[config.mk]
export PLATFORM = sky130hd
export DESIGN_NAME = positional_array_list_top
export DESIGN_NICKNAME = d
export VERILOG_FILES = /design/src/rtl/core/pal_pkg.sv /design/src/rtl/core/pal_ram.sv /design/src/rtl/core/pal_ctrl.sv /design/src/rtl/core/positional_array_list_top.sv
export SDC_FILE = /design/constraint.sdc
export NUM_CORES = 2
export LEC_CHECK = 0
export BUFFER_PORTS_ARGS = -buffer_cell sky130_fd_sc_hd__buf_2
export CAP_MARGIN = 5
export CORE_ASPECT_RATIO = 1.5
export CORE_UTILIZATION = 50
export DETAILED_ROUTE_END_ITERATION = 6
export GPL_TIMING_DRIVEN = 0
export PLACE_DENSITY = 0.65
export SYNTH_ARGS = -nofsm -noshare
export SYNTH_HDL_FRONTEND = slang
export SYNTH_SLANG_ARGS = --single-unit
[constraint.sdc]
create_clock -name clk -period 5.06 [get_ports clk]
set_input_delay 0.253 -clock clk [delete_from_list [all_inputs] [get_ports clk]]
set_output_delay 0.253 -clock clk [all_outputs]
set_load 0.005 [all_outputs]
[src/rtl/core/pal_pkg.sv]
// Shared operation codes, status codes and result type for the positional array list.
package pal_pkg;

  localparam int WORD_W = 32;

  typedef enum logic [2:0] {
    FN_ADD_BACK   = 3'd0,
    FN_ADD_FRONT  = 3'd1,
    FN_INSERT     = 3'd2,
    FN_TAKE_BACK  = 3'd3,
    FN_TAKE_FRONT = 3'd4,
    FN_ERASE      = 3'd5,
    FN_READ       = 3'd6
  } func_t;

  typedef enum logic [1:0] {
    ST_OK     = 2'd0,
    ST_FULL   = 2'd1,
    ST_EMPTY  = 2'd2,
    ST_BADPOS = 2'd3
  } status_t;

  typedef struct packed {
    logic              valid;
    status_t           status;
    logic [WORD_W-1:0] word;
  } res_t;

endpackage

[src/rtl/core/pal_ram.sv]
// Generic single-port-write, single-port-read RAM with registered read data.
module pal_ram #(
  parameter int WIDTH = 32,
  parameter int DEPTH = 64
) (
  input  logic                     clk,
  input  logic                     we,
  input  logic [$clog2(DEPTH)-1:0] waddr,
  input  logic [WIDTH-1:0]         wdata,
  input  logic [$clog2(DEPTH)-1:0] raddr,
  output logic [WIDTH-1:0]         rdata
);

  logic [WIDTH-1:0] mem [DEPTH];

  always_ff @(posedge clk) begin
    if (we) begin
      mem[waddr] <= wdata;
    end
    rdata <= mem[raddr];
  end

endmodule

[src/rtl/core/pal_ctrl.sv]
// Sequencer that moves list entries one at a time through the entry RAM.
module pal_ctrl #(
  parameter int LIST_DEPTH = 64,
  parameter int CNT_W      = $clog2(LIST_DEPTH + 1)
) (
  input  logic                     clk,
  input  logic                     rst,
  input  logic                     in_valid,
  output logic                     in_ready,
  input  logic [2:0]               func,
  input  logic [pal_pkg::WORD_W-1:0] value,
  input  logic [CNT_W-1:0]         position,
  input  logic                     res_ready,
  output pal_pkg::res_t            res,
  output logic [CNT_W-1:0]         count
);

  localparam int AW = $clog2(LIST_DEPTH);
  localparam logic [CNT_W-1:0] DEPTH_C = CNT_W'(LIST_DEPTH);

  typedef enum logic [2:0] {
    IDLE,
    MOVE_RD,
    MOVE_WR,
    PUT,
    FETCH,
    GRAB,
    DONE
  } state_t;

  state_t                      state;
  logic [CNT_W-1:0]            cur;
  logic [CNT_W-1:0]            op_at;
  logic                        op_open;
  logic [pal_pkg::WORD_W-1:0]  op_value;
  pal_pkg::status_t            status;
  logic [pal_pkg::WORD_W-1:0]  word;

  logic [CNT_W-1:0]            cur_inc;
  logic [CNT_W-1:0]            cur_dec;
  logic [CNT_W-1:0]            count_dec;
  logic [CNT_W-1:0]            at_sel;
  logic                        ram_we;
  logic [AW-1:0]               ram_waddr;
  logic [pal_pkg::WORD_W-1:0]  ram_wdata;
  logic [AW-1:0]               ram_raddr;
  logic [pal_pkg::WORD_W-1:0]  ram_rdata;

  assign cur_inc   = cur + CNT_W'(1);
  assign cur_dec   = cur - CNT_W'(1);
  assign count_dec = count - CNT_W'(1);

  always_comb begin
    case (pal_pkg::func_t'(func))
      pal_pkg::FN_ADD_BACK:   at_sel = count;
      pal_pkg::FN_INSERT:     at_sel = position;
      pal_pkg::FN_ERASE:      at_sel = position;
      default:                at_sel = '0;
    endcase
  end

  always_comb begin
    ram_we    = 1'b0;
    ram_waddr = cur[AW-1:0];
    ram_wdata = ram_rdata;
    ram_raddr = op_open ? cur_dec[AW-1:0] : cur_inc[AW-1:0];
    case (state)
      MOVE_WR: begin
        ram_we = 1'b1;
      end
      PUT: begin
        ram_we    = 1'b1;
        ram_waddr = op_at[AW-1:0];
        ram_wdata = op_value;
      end
      FETCH: begin
        ram_raddr = op_at[AW-1:0];
      end
      default: begin
      end
    endcase
  end

  pal_ram #(
    .WIDTH (pal_pkg::WORD_W),
    .DEPTH (LIST_DEPTH)
  ) u_ram (
    .clk   (clk),
    .we    (ram_we),
    .waddr (ram_waddr),
    .wdata (ram_wdata),
    .raddr (ram_raddr),
    .rdata (ram_rdata)
  );

  always_ff @(posedge clk) begin
    if (rst) begin
      state <= IDLE;
      count <= '0;
    end else begin
      case (state)
        IDLE: begin
          if (in_valid) begin
            op_value <= value;
            word     <= '0;
            status   <= pal_pkg::ST_OK;
            state    <= DONE;
            case (pal_pkg::func_t'(func))
              pal_pkg::FN_ADD_BACK, pal_pkg::FN_ADD_FRONT, pal_pkg::FN_INSERT: begin
                if (count == DEPTH_C) begin
                  status <= pal_pkg::ST_FULL;
                end else if (pal_pkg::func_t'(func) == pal_pkg::FN_INSERT &&
                             position > count) begin
                  status <= pal_pkg::ST_BADPOS;
                end else begin
                  op_at   <= at_sel;
                  cur     <= count;
                  op_open <= 1'b1;
                  state   <= (count > at_sel) ? MOVE_RD : PUT;
                end
              end
              pal_pkg::FN_TAKE_BACK: begin
                if (count == '0) begin
                  status <= pal_pkg::ST_EMPTY;
                end else begin
                  count <= count_dec;
                end
              end
              pal_pkg::FN_TAKE_FRONT, pal_pkg::FN_ERASE: begin
                if (count == '0) begin
                  status <= pal_pkg::ST_EMPTY;
                end else if (position >= count &&
                             pal_pkg::func_t'(func) == pal_pkg::FN_ERASE) begin
                  status <= pal_pkg::ST_BADPOS;
                end else if (at_sel < count_dec) begin
                  cur     <= at_sel;
                  op_open <= 1'b0;
                  state   <= MOVE_RD;
                end else begin
                  count <= count_dec;
                end
              end
              pal_pkg::FN_READ: begin
                if (count == '0) begin
                  status <= pal_pkg::ST_EMPTY;
                end else if (position >= count) begin
                  status <= pal_pkg::ST_BADPOS;
                end else begin
                  op_at <= position;
                  state <= FETCH;
                end
              end
              default: begin
              end
            endcase
          end
        end
        MOVE_RD: begin
          state <= MOVE_WR;
        end
        MOVE_WR: begin
          if (op_open) begin
            cur   <= cur_dec;
            state <= (cur_dec > op_at) ? MOVE_RD : PUT;
          end else begin
            cur <= cur_inc;
            if (cur_inc < count_dec) begin
              state <= MOVE_RD;
            end else begin
              count <= count_dec;
              state <= DONE;
            end
          end
        end
        PUT: begin
          count <= count + CNT_W'(1);
          state <= DONE;
        end
        FETCH: begin
          state <= GRAB;
        end
        GRAB: begin
          word  <= ram_rdata;
          state <= DONE;
        end
        DONE: begin
          if (res_ready) begin
            state <= IDLE;
          end
        end
        default: begin
          state <= IDLE;
        end
      endcase
    end
  end

  assign in_ready   = (state == IDLE);
  assign res.valid  = (state == DONE);
  assign res.status = status;
  assign res.word   = word;

endmodule

[src/rtl/core/positional_array_list_top.sv]
// Top level of the positional array list: sequencer plus registered result stage.
//
//   channel | signals                               | direction
//   input   | in_valid, in_ready, func, value, position | into the block
//   output  | out_valid, out_ready, status, fill_count, read_word | out of the block
//
// Pop back, the unused code and every error go straight to the result; push back writes the
// new entry, and a read fetches the word from the RAM. Push front and insert first move each
// entry above the position up one slot; pop front and erase move each later entry down one
// slot, so a push front on LIST_DEPTH - 1 entries is the worst case.
// Reset clears the fill count and the control state; entry contents are not cleared.
// The next item is taken while a result waits in the output register.
module positional_array_list_top #(
  parameter int LIST_DEPTH = 64
) (
  input  logic                                 clk,
  input  logic                                 rst,
  input  logic                                 in_valid,
  output logic                                 in_ready,
  input  logic [2:0]                           func,
  input  logic signed [31:0]                   value,
  input  logic [$clog2(LIST_DEPTH + 1)-1:0]    position,
  output logic                                 out_valid,
  input  logic                                 out_ready,
  output logic [1:0]                           status,
  output logic [$clog2(LIST_DEPTH + 1)-1:0]    fill_count,
  output logic signed [31:0]                   read_word
);

  localparam int CNT_W = $clog2(LIST_DEPTH + 1);

  pal_pkg::res_t    res;
  logic [CNT_W-1:0] count;
  logic             slot_free;

  assign slot_free = !out_valid || out_ready;

  pal_ctrl #(
    .LIST_DEPTH (LIST_DEPTH),
    .CNT_W      (CNT_W)
  ) u_ctrl (
    .clk       (clk),
    .rst       (rst),
    .in_valid  (in_valid),
    .in_ready  (in_ready),
    .func      (func),
    .value     (value),
    .position  (position),
    .res_ready (slot_free),
    .res       (res),
    .count     (count)
  );

  always_ff @(posedge clk) begin
    if (rst) begin
      out_valid <= 1'b0;
    end else if (slot_free) begin
      out_valid <= res.valid;
      if (res.valid) begin
        status     <= res.status;
        fill_count <= count;
        read_word  <= res.word;
      end
    end
  end

endmodule

==> metrics.yaml <==
grt:
  grt-ovfl-total: 0
  grt_max_degree: 65
  grt_pass1_wl_microns: 321000
  first_global_vias: 44200
  track_usage: 0.265
  antenna_found_initial: 13
placement:
  portBuffers: 88
  dpl.hpwl_microns: 153000
  gp_congestion: 0.913
  placed_cells: 6753
die:
  dieArea_sq_um: 174000
  core_sq_um: 171000
  ioPinCount: 89
  start_util: 0.503
  die_h_microns: 510
  fp.dieW_microns: 341
  core.rowCount: 186
sta:
  skew_ps: 46.4
  fin_crit_ps: 4770
  maxSlewHeadroom: 0.0533
  setup_viol: 0
  min_period_over_period: 0.943
  worst_slew_pin_slew_ps: 1410
  hold_viol_final: 0
  grt_setup_unrepaired: "no"
  drv_slew: 0
  fmax_ghz: 0.210
setup_path:
  crit_type: "flip-flop to flip-flop"
  crit_required_ps: 5750
  endpoint_kind: "flip-flop"
  cp_max_fo: 10
  critPathMaxStageDelay_ps: 1130
  critical_path.cell_chain: "inv_1, ha_1, nor4bb_1, o21a_1, o31ai_1, nor4_2, clkbuf_1, nand3_1, nand4_1, nor4_1"
  critPathLaunchType: "flip-flop"
  cpMaxStageDelayCell: "nor4_2"
  cp_top_family: "simple AND/OR/NAND/NOR gates"
  path_buf_inv: 2
  cp.arrival_ps: 5460
route:
  vias_per_cell: 6.12
  drcViolationCount: 0
  route.vias.total: 43700
  ant_nets: 0
  drt-wirelength-per-cell_microns: 32.0
  wirelength_microns: 229000
  firstDrtPassIters: 6
  drtIter0Drc: 4851
cts:
  cts_buffers: 191
  path_clk_slew_ps: 70
  cts-htree-levels: 4
  cts_setup_buffers: 0
  clock_path_buffers: 3
  cts-root-buf: "clkbuf_16"
  cts_tree: "done"
  insertion_delay_ps: 850
  cts.sinks: 2213
synth:
  synth_edf_count: 2170
  yosysWarnings: 0
  synth_area_sq_um: 86000
  ys_async_sr_fraction: 0
  syn_avg_cell_area_sq_um: 19.9
  synth_ff_type: "edfxtp_1"
  syn-num-nets: 4404
  ys_seq_area_frac: 0.768
  syn_inst: 4320
  synth-seq-cells: 2213
  yosysUniqueCellTypes: 71
final_layout:
  n_fill_cell: 12500
  areaGrowthSynthToFinish_pct: 14.3
  fin_nets: 4819
  drive_above_1_share: 0.250
  final_core_util: 0.574
  fin_cells: 7150
hold_path:
  min-delay-path-class: "input pin to flip-flop"
power:
  leakage_nw: 31.3
  ir_drop_uv: 480
  powerDensity_nw_per_um2: 588
outcome:
  status: "complete, no violations"
job:
  maxCapViolCount: 0
-- logic make-up after synthesis --
| family | synth area share |
|---|---|
| AOI/OAI and AO/OA | 0.0176 |
| muxes | 0.140 |
| adders and majority gates | 0.00553 |
| xor gates and xnor gates | 0.00202 |
| DFF | 0.768 |
| buffers and inverters | 0.0148 |
| and+or+nand+nor | 0.0517 |
-- cells in the final DEF, fill, tap and decap left out, types with 33 or more instances in the layout --
| master | instances |
|---|---|
| a21oi_1 | 86 |
| buf_12 | 60 |
| and2_1 | 33 |
| inv_1 | 36 |
| clkbuf_1 | 114 |
| nor2_1 | 39 |
| dfxtp_1 | 43 |
| clkbuf_16 | 198 |
| ha_1 | 38 |
| nand4_1 | 36 |
| nor4_1 | 36 |
| clkinv_1 | 47 |
| nand3_1 | 210 |
| buf_2 | 220 |
| dlygate4sd3_1 | 44 |
| nor2_4 | 64 |
| nand2_1 | 483 |
| mux4_2 | 512 |
| mux2i_1 | 44 |
| edfxtp_1 | 2170 |
-- where the power goes --
part           total [W]  internal (W)  switching, W  leakage, nW
registers         0.0239        0.0237      0.000218         19.9
logic             0.0196       0.00603        0.0136         8.51
clock network     0.0142       0.00765       0.00656         2.92
total             0.0578        0.0374        0.0204         31.3
-- final timing paths --
path	slack, ps	end	depth (start not counted)	from
worst min register to register	420	read_word[8]	0	u_ctrl.word[8]
worst max-delay path	290	u_ctrl.u_ram.rdata[22]	10	u_ctrl.cur[0]
worst min-delay path	100	u_ctrl.op_open	3	func[2]
worst max register to register	290	u_ctrl.u_ram.rdata[22]	10	u_ctrl.cur[0]
-- Yosys cell counts (7+ instances only) --
library cell  instances  area (sq um)
buf_2               131           656
a32o_1               32           320
clkbuf_1             68           255
nand3_1             210          1050
nor3_1               11          55.1
buf_4                22           165
nand4_1              36           225
o21a_1               12          90.1
nor4_1               36           225
a31oi_1               7          43.8
nor2b_1               7          43.8
o21ai_0              30           150
and2_1               33           206
buf_1                11          41.3
dfxtp_1              43           861
mux4_2              512         11500
nor2_1              104           390
a21oi_1              86           430
a21o_1                7          52.6
nand2_1             515          1930
o31ai_1              10          75.1
edfxtp_1           2170         65200
inv_1                36           135
mux2i_1              45           450
nand2b_1              8          50.1
ha_1                 38           475
xnor2_1              13           114
or3_1                 7          43.8
-- tightest hold or removal path: stages --
cell	delay [ps]
buf_2	130
nor2b_1	200
clkinv_1	200
-- metrics by stage --
step / setup TNS (ps) / hold slack, ps / setup slack [ps] / instance area (sq um) / power, W
after floorplan: 0 / 352 / 743 / 86000 / 0.0352
after global placement: -995330 / 404 / -1050 / 89200 / 0.0433
after detailed placement: 0 / 405 / 196 / 91800 / 0.0439
after CTS: 0 / 37.4 / 157 / 98200 / 0.0579
after global routing: 0 / 102 / 73.1 / 98200 / 0.0594
final: 0 / 103 / 290 / 98200 / 0.0578
-- sequential cells by signal (all words and copies together), names as in the netlist, 7 cells and up --
register            count
u_ctrl.u_ram.mem     2048
read_word              32
u_ctrl.op_value        32
u_ctrl.u_ram.rdata     32
u_ctrl.word            32
fill_count              7
u_ctrl.count            7
u_ctrl.cur              7
u_ctrl.op_at            7
-- cell type report --
cell class,instances,area [sq um],share of cell area
Sequential cell,2213,66000,0.672
Timing Repair Buffer,222,2790,0.0284
Buffer,234,1140,0.0116
Clock buffer,249,5200,0.0529
Multi-Input combinational cell,1836,19400,0.197
Clock inverter,98,762,0.00776
Inverter,37,139,0.00141
Tap cell,2256,2820,0.0287
Antenna cell,5,12.5,0.000127
-- what timing repair did --
| item | CTS | global route |
|---|---|---|
| gates resized for setup | 0 | 1 |
| hold buffers | 44 | 0 |
| endpoints found under the hold margin | 56 | 0 |
| endpoints found under the setup margin | 0 | 1 |
-- metal layers --
| metal | vias to the layer above | wire (microns) | share of wire | global-route usage |
|---|---|---|---|---|
| met2 | 1857 | 114000 | 0.50 | 0.441 |
| met3 | 468 | 13300 | 0.058 | 0.0331 |
| met1 | 23000 | 82200 | 0.36 | 0.321 |
| met4 | 0 | 18700 | 0.082 | 0.190 |
| met5 | - | 0 | 0 | 0 |
| li1 | 18400 | - | - | - |
(Power assumes the default switching activity.)
